<file path="config.mk">
export PLATFORM = sky130hd
export DESIGN_NAME = sniffer_serial_deframer
export DESIGN_NICKNAME = d
export VERILOG_FILES = /design/src/rtl/sdf_pkg.sv /design/src/rtl/sdf_in_stage.sv /design/src/rtl/sdf_core.sv /design/src/rtl/sdf_out_stage.sv /design/src/rtl/sniffer_serial_deframer.sv
export SDC_FILE = /design/constraint.sdc
export NUM_CORES = 1
export LEC_CHECK = 0
export BUFFER_PORTS_ARGS = -buffer_cell sky130_fd_sc_hd__buf_2
export CAP_MARGIN = 15
export CORE_UTILIZATION = 45
export CTS_BUF_LIST = sky130_fd_sc_hd__clkbuf_16
export DETAILED_ROUTE_END_ITERATION = 7
export PLACE_DENSITY = 0.65
export SYNTH_ARGS = -nofsm -noshare
export SYNTH_HDL_FRONTEND = slang
export SYNTH_HIERARCHICAL = 1
export SYNTH_SLANG_ARGS = --single-unit
</file>
<file path="constraint.sdc">
create_clock -name clk -period 3.32 [get_ports clk]
set_clock_uncertainty 0.15 [all_clocks]
set_input_delay 0.498 -clock clk [delete_from_list [all_inputs] [get_ports clk]]
set_output_delay 0.498 -clock clk [all_outputs]
set_load 0.02 [all_outputs]
</file>
<file path="src/rtl/sdf_pkg.sv">
// Shared types and constants for the serial sniffer deframer.
// No dependencies.
`timescale 1ns / 1ps

package sdf_pkg;

    localparam logic [7:0] VERSION_CMD = 8'h01;
    localparam logic [7:0] CMD_LENGTH  = 8'h00;
    localparam logic [7:0] CMD_CHANNEL = 8'h01;
    localparam logic [2:0] MAGIC_LEN   = 3'd4;

    localparam logic KIND_PAYLOAD = 1'b0;
    localparam logic KIND_CHANNEL = 1'b1;

    typedef struct packed {
        logic       kind;
        logic [7:0] data;
        logic       last;
        logic [7:0] current_channel;
    } result_t;

    function automatic logic [7:0] magic_new(input logic [1:0] idx);
        logic [7:0] m;
        unique case (idx)
            2'd0: m = 8'hC1;
            2'd1: m = 8'h1F;
            2'd2: m = 8'hFE;
            default: m = 8'h72;
        endcase
        return m;
    endfunction

    function automatic logic [7:0] magic_old(input logic [1:0] idx);
        logic [7:0] m;
        unique case (idx)
            2'd0: m = 8'h53;
            2'd1: m = 8'h6E;
            2'd2: m = 8'h69;
            default: m = 8'h66;
        endcase
        return m;
    endfunction

endpackage

</file>
<file path="src/rtl/sdf_in_stage.sv">
// Input register for received bytes.
// Depends on nothing; the core drains it through advance.
`timescale 1ns / 1ps

module sdf_in_stage
(
    input  logic       clk,
    input  logic       rst_n,
    input  logic       in_valid,
    output logic       in_stall,
    input  logic [7:0] rx_byte,
    input  logic       advance,
    output logic       byte_valid,
    output logic [7:0] byte_data
);

    logic       valid_reg;
    logic [7:0] byte_reg;
    logic       take;

    assign in_stall   = valid_reg && !advance;
    assign take       = in_valid && !in_stall;
    assign byte_valid = valid_reg;
    assign byte_data  = byte_reg;

    always_ff @(posedge clk or negedge rst_n)
    begin
        if (!rst_n)
        begin
            valid_reg <= 1'b0;
        end
        else if (take)
        begin
            valid_reg <= 1'b1;
        end
        else if (advance)
        begin
            valid_reg <= 1'b0;
        end
    end

    always_ff @(posedge clk)
    begin
        if (take)
        begin
            byte_reg <= rx_byte;
        end
    end

endmodule

</file>
<file path="src/rtl/sdf_core.sv">
// Deframing state machine: header hunt, command bytes, payload.
// Uses sdf_pkg for magic tables and the result type.
`timescale 1ns / 1ps

module sdf_core
(
    input  logic             clk,
    input  logic             rst_n,
    input  logic             advance,
    input  logic [7:0]       byte_data,
    output logic             res_valid,
    output sdf_pkg::result_t res
);

    import sdf_pkg::*;

    localparam logic [1:0] PH_HUNT = 2'd0;
    localparam logic [1:0] PH_CMD  = 2'd1;
    localparam logic [1:0] PH_PAY  = 2'd2;

    logic [1:0] phase_reg, phase_next;
    logic [2:0] index_reg, index_next;
    logic       match_new_reg, match_new_next;
    logic       match_legacy_reg, match_legacy_next;
    logic [7:0] command_reg, command_next;
    logic [7:0] left_reg, left_next;
    logic [7:0] channel_reg, channel_next;

    always_comb
    begin
        logic [2:0] idx;
        logic       mn;
        logic       ml;
        logic       fin;

        phase_next        = phase_reg;
        index_next        = index_reg;
        match_new_next    = match_new_reg;
        match_legacy_next = match_legacy_reg;
        command_next      = command_reg;
        left_next         = left_reg;
        channel_next      = channel_reg;
        res_valid         = 1'b0;
        res.kind          = KIND_PAYLOAD;
        res.data          = byte_data;
        res.last          = 1'b0;
        res.current_channel = channel_reg;
        idx = index_reg;
        mn  = match_new_reg;
        ml  = match_legacy_reg;
        fin = (left_reg <= 8'd1);

        if (phase_reg == PH_PAY)
        begin
            res_valid = 1'b1;
            res.last  = fin;
            if (fin)
            begin
                left_next         = 8'd0;
                phase_next        = PH_HUNT;
                index_next        = 3'd0;
                match_new_next    = 1'b1;
                match_legacy_next = 1'b1;
            end
            else
            begin
                left_next = left_reg - 8'd1;
            end
        end
        else if (phase_reg == PH_CMD)
        begin
            if (index_reg == 3'd0)
            begin
                command_next = byte_data;
                index_next   = 3'd1;
            end
            else
            begin
                phase_next        = PH_HUNT;
                index_next        = 3'd0;
                match_new_next    = 1'b1;
                match_legacy_next = 1'b1;
                if (command_reg == CMD_CHANNEL)
                begin
                    channel_next        = byte_data;
                    res_valid           = 1'b1;
                    res.kind            = KIND_CHANNEL;
                    res.current_channel = byte_data;
                end
                else if (command_reg == CMD_LENGTH && byte_data != 8'd0)
                begin
                    left_next         = byte_data;
                    phase_next        = PH_PAY;
                    match_new_next    = match_new_reg;
                    match_legacy_next = match_legacy_reg;
                end
            end
        end
        else
        begin
            // unused phase code restarts the hunt before taking the byte
            if (phase_reg != PH_HUNT)
            begin
                idx = 3'd0;
                mn  = 1'b1;
                ml  = 1'b1;
            end
            phase_next        = PH_HUNT;
            index_next        = idx;
            match_new_next    = mn;
            match_legacy_next = ml;
            if (idx < MAGIC_LEN)
            begin
                if (byte_data != magic_new(idx[1:0]))
                begin
                    match_new_next = 1'b0;
                end
                if (byte_data != magic_old(idx[1:0]))
                begin
                    match_legacy_next = 1'b0;
                end
                index_next = idx + 3'd1;
            end
            else if (!mn && !ml)
            begin
                index_next        = 3'd0;
                match_new_next    = 1'b1;
                match_legacy_next = 1'b1;
            end
            else if (byte_data == VERSION_CMD)
            begin
                phase_next = PH_CMD;
                index_next = 3'd0;
            end
            else if (byte_data == 8'd0)
            begin
                index_next        = 3'd0;
                match_new_next    = 1'b1;
                match_legacy_next = 1'b1;
            end
            else
            begin
                left_next  = byte_data;
                phase_next = PH_PAY;
                index_next = 3'd0;
            end
        end
    end

    always_ff @(posedge clk or negedge rst_n)
    begin
        if (!rst_n)
        begin
            phase_reg        <= PH_HUNT;
            index_reg        <= 3'd0;
            match_new_reg    <= 1'b1;
            match_legacy_reg <= 1'b1;
            command_reg      <= 8'd0;
            left_reg         <= 8'd0;
            channel_reg      <= 8'd0;
        end
        else if (advance)
        begin
            phase_reg        <= phase_next;
            index_reg        <= index_next;
            match_new_reg    <= match_new_next;
            match_legacy_reg <= match_legacy_next;
            command_reg      <= command_next;
            left_reg         <= left_next;
            channel_reg      <= channel_next;
        end
    end

endmodule

</file>
<file path="src/rtl/sdf_out_stage.sv">
// Result register with valid/stall handshake.
// Uses sdf_pkg for the result type.
`timescale 1ns / 1ps

module sdf_out_stage
(
    input  logic             clk,
    input  logic             rst_n,
    input  logic             load,
    input  sdf_pkg::result_t res,
    output logic             space,
    output logic             out_valid,
    input  logic             out_stall,
    output sdf_pkg::result_t out_res
);

    import sdf_pkg::*;

    logic    valid_reg;
    result_t res_reg;

    assign space     = !valid_reg || !out_stall;
    assign out_valid = valid_reg;
    assign out_res   = res_reg;

    always_ff @(posedge clk or negedge rst_n)
    begin
        if (!rst_n)
        begin
            valid_reg <= 1'b0;
        end
        else if (load)
        begin
            valid_reg <= 1'b1;
        end
        else if (!out_stall)
        begin
            valid_reg <= 1'b0;
        end
    end

    always_ff @(posedge clk)
    begin
        if (load)
        begin
            res_reg <= res;
        end
    end

endmodule

</file>
<file path="src/rtl/sniffer_serial_deframer.sv">
// Serial sniffer deframer, top level.
// Data path: input register, then combinational core, then result register.
// Throughput: one byte per cycle unless a held result (out_stall) stalls the input.
// Reset: asynchronous active-low rst_n returns to header hunting, channel 0.
// Depends on sdf_pkg, sdf_in_stage, sdf_core, sdf_out_stage.
`timescale 1ns / 1ps

module sniffer_serial_deframer
(
    input  logic       clk,
    input  logic       rst_n,
    input  logic       in_valid,
    output logic       in_stall,
    input  logic [7:0] rx_byte,
    output logic       out_valid,
    input  logic       out_stall,
    output logic       kind,
    output logic [7:0] data,
    output logic       last,
    output logic [7:0] current_channel
);

    import sdf_pkg::*;

    logic       byte_valid;
    logic [7:0] byte_data;
    logic       space;
    logic       advance;
    logic       res_valid;
    result_t    res;
    result_t    out_res;

    assign advance = byte_valid && space;

    sdf_in_stage u_in
    (
        .clk        (clk),
        .rst_n      (rst_n),
        .in_valid   (in_valid),
        .in_stall   (in_stall),
        .rx_byte    (rx_byte),
        .advance    (advance),
        .byte_valid (byte_valid),
        .byte_data  (byte_data)
    );

    sdf_core u_core
    (
        .clk       (clk),
        .rst_n     (rst_n),
        .advance   (advance),
        .byte_data (byte_data),
        .res_valid (res_valid),
        .res       (res)
    );

    sdf_out_stage u_out
    (
        .clk       (clk),
        .rst_n     (rst_n),
        .load      (advance && res_valid),
        .res       (res),
        .space     (space),
        .out_valid (out_valid),
        .out_stall (out_stall),
        .out_res   (out_res)
    );

    assign kind            = out_res.kind;
    assign data            = out_res.data;
    assign last            = out_res.last;
    assign current_channel = out_res.current_channel;

endmodule
</file>
==> reports/results.txt, run 1 <==
Max Freq = 363 MHz
Register Area = 1610 sq um
Post-synthesis cell type count = 59
Largest net degree at the start of global routing = 34
Total GRT Usage = 19.4%
Hold_ws = 0.0966 ns
Routed wire per std cell = 17.3 um
Clock insertion delay at the later pin of the skew report = 0.32 ns
CP endpoint kind = flip-flop
DRC errors left = 0
Area share of the largest cell type after synthesis = 26.0%
Reg clk slew, reported paths = 0.05 ns
Synth Warn # = 6
Ant. Diodes = 0
Reg2Reg Depth = 6
Top FF cell, synth = dfrtp_1
CTS tree = built
Status = finished, final reports clean
Cell taking the most area after synthesis = edfxtp_1
Top cell family by delay on the critical path = simple AND/OR/NAND/NOR gates
CP max FO = 13
Die W = 83.7 um
Port buffer count = 31
Critical path launch point = u_core/command_reg[5]$_DFFE_PN0P_
Top-count cell post-synth = dfrtp_1
Initial Util = 47.0%
CTS max path bufs = 2
Setup TNS = 0 ns
Share of layout cells above drive strength 1 = 32.9%
Core Area = 6390 sq um
Crit path cell chain = or4_4 > or4_1 > nor3_2 > or2_2 > and3_1 > buf_12
Worst-Margin Slew = 0.753 ns
Number of global-route vias before repair = 2027
Crit path buf inv count = 1
Synth async-reset ratio = 55.9%
Leak = 1.52 nW
# Post-CTS Setup Buffers = 0
Area growth, synth to finish = 14.7%
Mapped cell area = 3000 sq um
Drt pass-1 iters = 4
Top cells by count, synth = dfrtp_1 (31), mux2_2 (29), edfxtp_1 (26)
CP Data Arrival Time = 2.64 ns
Flops & latches, synth = 59
Gpl congestion = 0.874
CP required = 3.21 ns
Stages on worst setup path = 6
CP startpoint kind = flip-flop
Vias = 2018
CP max-delay cell = or4_4
Fin crit share = 83.0%
Placed wire-length estimate = 4.21 mm
Worst setup path class = flip-flop to flip-flop
Die area = 7010 sq um
Post-Syn Instances = 247
Crit path time final = 2.76 ns
End of the critical path = u_out/out_res[2]$_DFFE_PP_
Count of boundary I/O pins = 32
Reg2Reg Setup Slack = 0.56 ns
H-tree levels = 3
# rows = 29
Unrepaired setup endpoints after global routing = no
R2R Path Start = u_core/command_reg[5]$_DFFE_PN0P_
Area of the multi-input gates = 1200 sq um
Final Setup Violations = 0
WL final = 6.22 mm
Critical R2R Capture = u_out/out_res[2]$_DFFE_PP_
Top cells by area, synth = edfxtp_1 (26%), dfrtp_1 (26%), mux2_2 (11%)
DR iter-0 viols = 84
Gr ovfl total = 0
VDD IR max = 0.494 mV
Max reg flops = 18
Fill cells = 579
Global-route wire length before repair = 10.2 mm
Die Y = 83.7 um
Max-cap violations = 0
Hold Buf Count CTS = 0
Hold WC Path Type = primary input to async pin
Cts repair resizes = 0
Sequential fraction of the synthesis area = 53.6%
Root Driver = clkbuf_16
Mapped Nets = 268
Post-DR vias/cell = 5.61
Number of synthesized flops with an enable pin = 26
Max incr delay on CP = 0.57 ns
Relative slew slack = 49.8%
Power Density = 811 nW/um^2
Clock Sinks = 59
Count of final max-slew check failures = 0
Initial antenna violation count = 0
Final ANT Viol Nets = 0
Syn_area_per_cell = 12.2 sq um
Total CTS buffers = 9
Final Hold Fails = 0
Final net count = 299
## power by group
part           switching (mW)  leakage [nW]  internal, mW
clock network           0.316         0.144         0.571
registers               0.141         0.671         0.926
logic                   0.485         0.703         0.356
total                   0.943          1.52          1.85
## cell usage in the layout (no fill, tap or decap), drive strengths merged, types with 2 or more instances in the layout
cell type	n
nor4	4
ha	9
nand2	20
nand3	4
mux2i	3
dfrtp	31
nor3	6
or2	2
a31oi	4
a21oi	9
nor2b	2
mux2	29
o22ai	3
nand2b	3
buf	36
clkinv	2
and2	3
xor2	3
nor2	14
a211oi	2
a22o	3
or4	4
clkinvlp	2
o21ai	10
dfstp	2
o211ai	3
inv	15
edfxtp	26
clkbuf	9
## metrics by stage
step	setup slack [ns]	total power, mW	cells	util (%)	instance area, sq um
3_3_place_gp	0.608	1.87	344	49.5	3160
4_1_cts	0.553	2.80	360	54.0	3450
5_1_grt	0.454	2.94	360	54.0	3450
3_5_place_dp	0.585	1.90	344	49.5	3160
2_1_floorplan	0.648	1.69	247	-	3000
6_report	0.563	2.80	360	54.0	3450
## logic make-up after synthesis
family,count (synthesis),share of synthesized area [%]
AO/OA/AOI/OAI,44,10.1
buffers and inverters,29,6.50
multiplexers,32,11.9
AND/OR/NAND/NOR,70,13.1
adder cells (fa/ha/maj),9,3.75
XOR/XNOR,4,1.17
flip-flops,59,53.6
## how the worst min path moves through the flow
stage,startpoint,endpoint,slack (ns),depth (start not counted)
floorplan,rst_n,u_core/channel_reg[0]$_DFFE_PN0P_,0.05,0
global placement,u_core/command_reg[5]$_DFFE_PN0P_,u_core/command_reg[5]$_DFFE_PN0P_,0.32,2
detailed placement,u_out/out_valid$_DFFE_PN0P_,u_out/out_valid$_DFFE_PN0P_,0.34,1
CTS,rst_n,u_core/left_reg[3]$_DFFE_PN0P_,0.13,1
global route,rst_n,u_core/left_reg[1]$_DFFE_PN0P_,0.17,1
finish,rst_n,u_core/left_reg[2]$_DFFE_PN0P_,0.1,1
## layer usage
metal | global-route usage, % | up-vias | share of wire, %
met5 | 0 | - | 0
li1 | - | 951 | -
met3 | 6.23 | 9 | 4.7
met4 | 8.32 | 0 | 1.5
met1 | 25.4 | 996 | 46
met2 | 29.6 | 62 | 47
## layout make-up
| type | count | share of cell area, % |
|---|---|---|
| Multi-Input combinational cell | 159 | 34.8 |
| Clock buffer | 9 | 6.53 |
| Clock inverter | 7 | 1.81 |
| Tap cell | 77 | 2.79 |
| Inverter | 13 | 1.42 |
| Sequential cell | 59 | 46.7 |
| Timing Repair Buffer | 36 | 5.95 |
Note: power is estimated with default switching activity, not from simulation.
==> run 2: changes to the inputs <==
Settings changed: PLACE_DENSITY 0.65 to 0.67.
Clock period 3.32 ns to 2.46 ns, I/O delays scaled along.
==> run 2 against run 1 <==
  * First-iteration DRC count fell by 3.6%
  * Sequential power rose by 32%
  * Routed wire length fell by 0.66%
  * Final cell count rose by 4.7%
  * Utilization rose by 2.9 points
  * Critical path depth did not move
  * Maximum frequency rose by 15%
  * Non-clock buffer count rose by 17
  * Critical path type unchanged
  * Largest cell class unchanged
==> reports/results.txt, run 2 (synthesized netlist as in run 1, its figures left out) <==
Status = finished, final reports clean
Worst-Margin Slew = 0.764 ns
CP endpoint kind = flip-flop
Routed wire per std cell = 16.4 um
Fin crit share = 97.7%
H-tree levels = 3
Relative slew slack = 49.0%
Cell internal pwr = 2.70 mW
Final core utilization = 56.8%
Root Driver = clkbuf_16
WL final = 6.18 mm
Reg power frac = 35.5%
Leak = 1.62 nW
Final net count = 316
Vias = 2087
Number of global-route vias before repair = 2053
Logic pwr share = 32.0%
Clock insertion delay at the later pin of the skew report = 0.33 ns
Total CTS buffers = 9
Power after layout = 3.98 mW
Port buffer count = 31
Fill cells = 535
Count of boundary I/O pins = 32
Die Y = 83.7 um
CP max FO = 9
Share of layout cells above drive strength 1 = 37.3%
Power Density = 1100 nW/um^2
Final Hold Fails = 0
Gpl congestion = 0.920
Die area = 7010 sq um
Post-DR vias/cell = 5.54
Unrepaired setup endpoints after global routing = yes
Ant. Diodes = 0
CTS tree = built
CP Data Arrival Time = 2.29 ns
VDD IR max = 0.527 mV
Hold WC Path Type = primary input to flip-flop
Drt pass-1 iters = 4
Max-cap violations = 0
DR iter-0 viols = 81
Core Area = 6390 sq um
Largest net degree at the start of global routing = 34
Initial Util = 47.0%
Setup TNS = 0 ns
# rows = 29
Initial antenna violation count = 0
CP startpoint kind = flip-flop
Final ANT Viol Nets = 0
Clock Sinks = 59
Final Setup Violations = 0
Psw = 1.29 mW
Net Sw Frac = 32.3%
Reg clk slew, reported paths = 0.05 ns
Gr ovfl total = 0
Clock Power Share = 32.5%
Global-route wire length before repair = 10.5 mm
Total GRT Usage = 19.6%
Crit path time final = 2.40 ns
CP required = 2.35 ns
Area growth, synth to finish = 20.8%
Placed wire-length estimate = 4.26 mm
Max reg flops = 18
Die W = 83.7 um
Worst setup path class = flip-flop to flip-flop
DRC errors left = 0
CTS max path bufs = 2
Count of final max-slew check failures = 0
Commonest non-fill, non-tap cells in the layout = buf_2 (31), dfrtp_1 (31), mux2_2 (29)
Max Freq = 416 MHz
run 2: cell count changes in the layout (fill, tap and decap cells not counted), sizes merged:
cell and delta:
clkinv +1, inv -1, bufinv +1, clkinvlp -1
dlygate4sd3 +1, buf +16
run 2: power by group through the flow:
stage | sequential, mW | combinational, mW | clock (mW)
after floorplan | 1.45 | 0.833 | 0
after global placement | 1.42 | 1.18 | 0
after detailed placement | 1.42 | 1.21 | 0
after CTS | 1.41 | 1.25 | 1.31
after global routing | 1.44 | 1.42 | 1.36
final | 1.41 | 1.27 | 1.29
run 2: routing by layer:
metal	vias to the layer above	wire length [um]	GRT usage, %
li1	995	-	-
met1	1019	2870	25.7
met2	66	2920	31.2
met3	7	310	4.85
met4	0	80	7.86
met5	-	0	0
run 2: worst paths after layout:
kind                                                   startpoint  slack [ns]                           endpoint  depth (start not counted)
worst min-delay path                                   rx_byte[2]        0.06        u_in/byte_data[2]$_DFFE_PP_                          1
worst max register to register  u_core/command_reg[5]$_DFFE_PN0P_        0.06         u_out/out_res[9]$_DFFE_PP_                          6
min in group asynchronous                                   rst_n        0.50    u_core/index_reg[1]$_DFFE_PN0P_                          2
worst max-delay path            u_core/command_reg[5]$_DFFE_PN0P_        0.06         u_out/out_res[9]$_DFFE_PP_                          6
max in group asynchronous                                   rst_n        1.17    u_core/index_reg[0]$_DFFE_PN0P_                          2
worst min register to register  u_core/channel_reg[1]$_DFFE_PN0P_        0.35  u_core/channel_reg[1]$_DFFE_PN0P_                          1
run 2: area by class of cell:
cell class	instances	area (sq um)	share of cell area, %
clock buffer	9	225	6.20
inverter	13	48.8	1.34
timing repair buffer	53	348	9.58
multi-input combinational	159	1220	33.5
sequential	59	1610	44.3
clock inverter	7	85.1	2.34
tap	77	96.3	2.65
run 2: metrics by stage:
stage,setup slack [ns],cells,hold slack (ns),instance area (sq um)
floorplan,0.0644,247,-0.0766,3010
global placement,0.0567,358,0.314,3260
detailed placement,-0.00806,358,0.329,3260
CTS,0.0482,377,0.0601,3620
global route,-0.00620,377,0.0567,3630
finish,0.0558,377,0.0639,3630
run 2: what timing repair did:
action | CTS | global route
hold buffers | 1 | 0
setup endpoints to repair | 23 | 25
endpoints found under the hold margin | 28 | 0
pin swaps | 0 | 1
resized for setup | 1 | 2
setup buffers | 2 | 0
run 2: critical path, cell delays in order (launching register included):
cell     delay, ns
dfrtp_1       0.37
or4_4         0.53
or4_4         0.44
nor3_4        0.14
or2_2         0.13
and3_4        0.22
buf_12        0.14
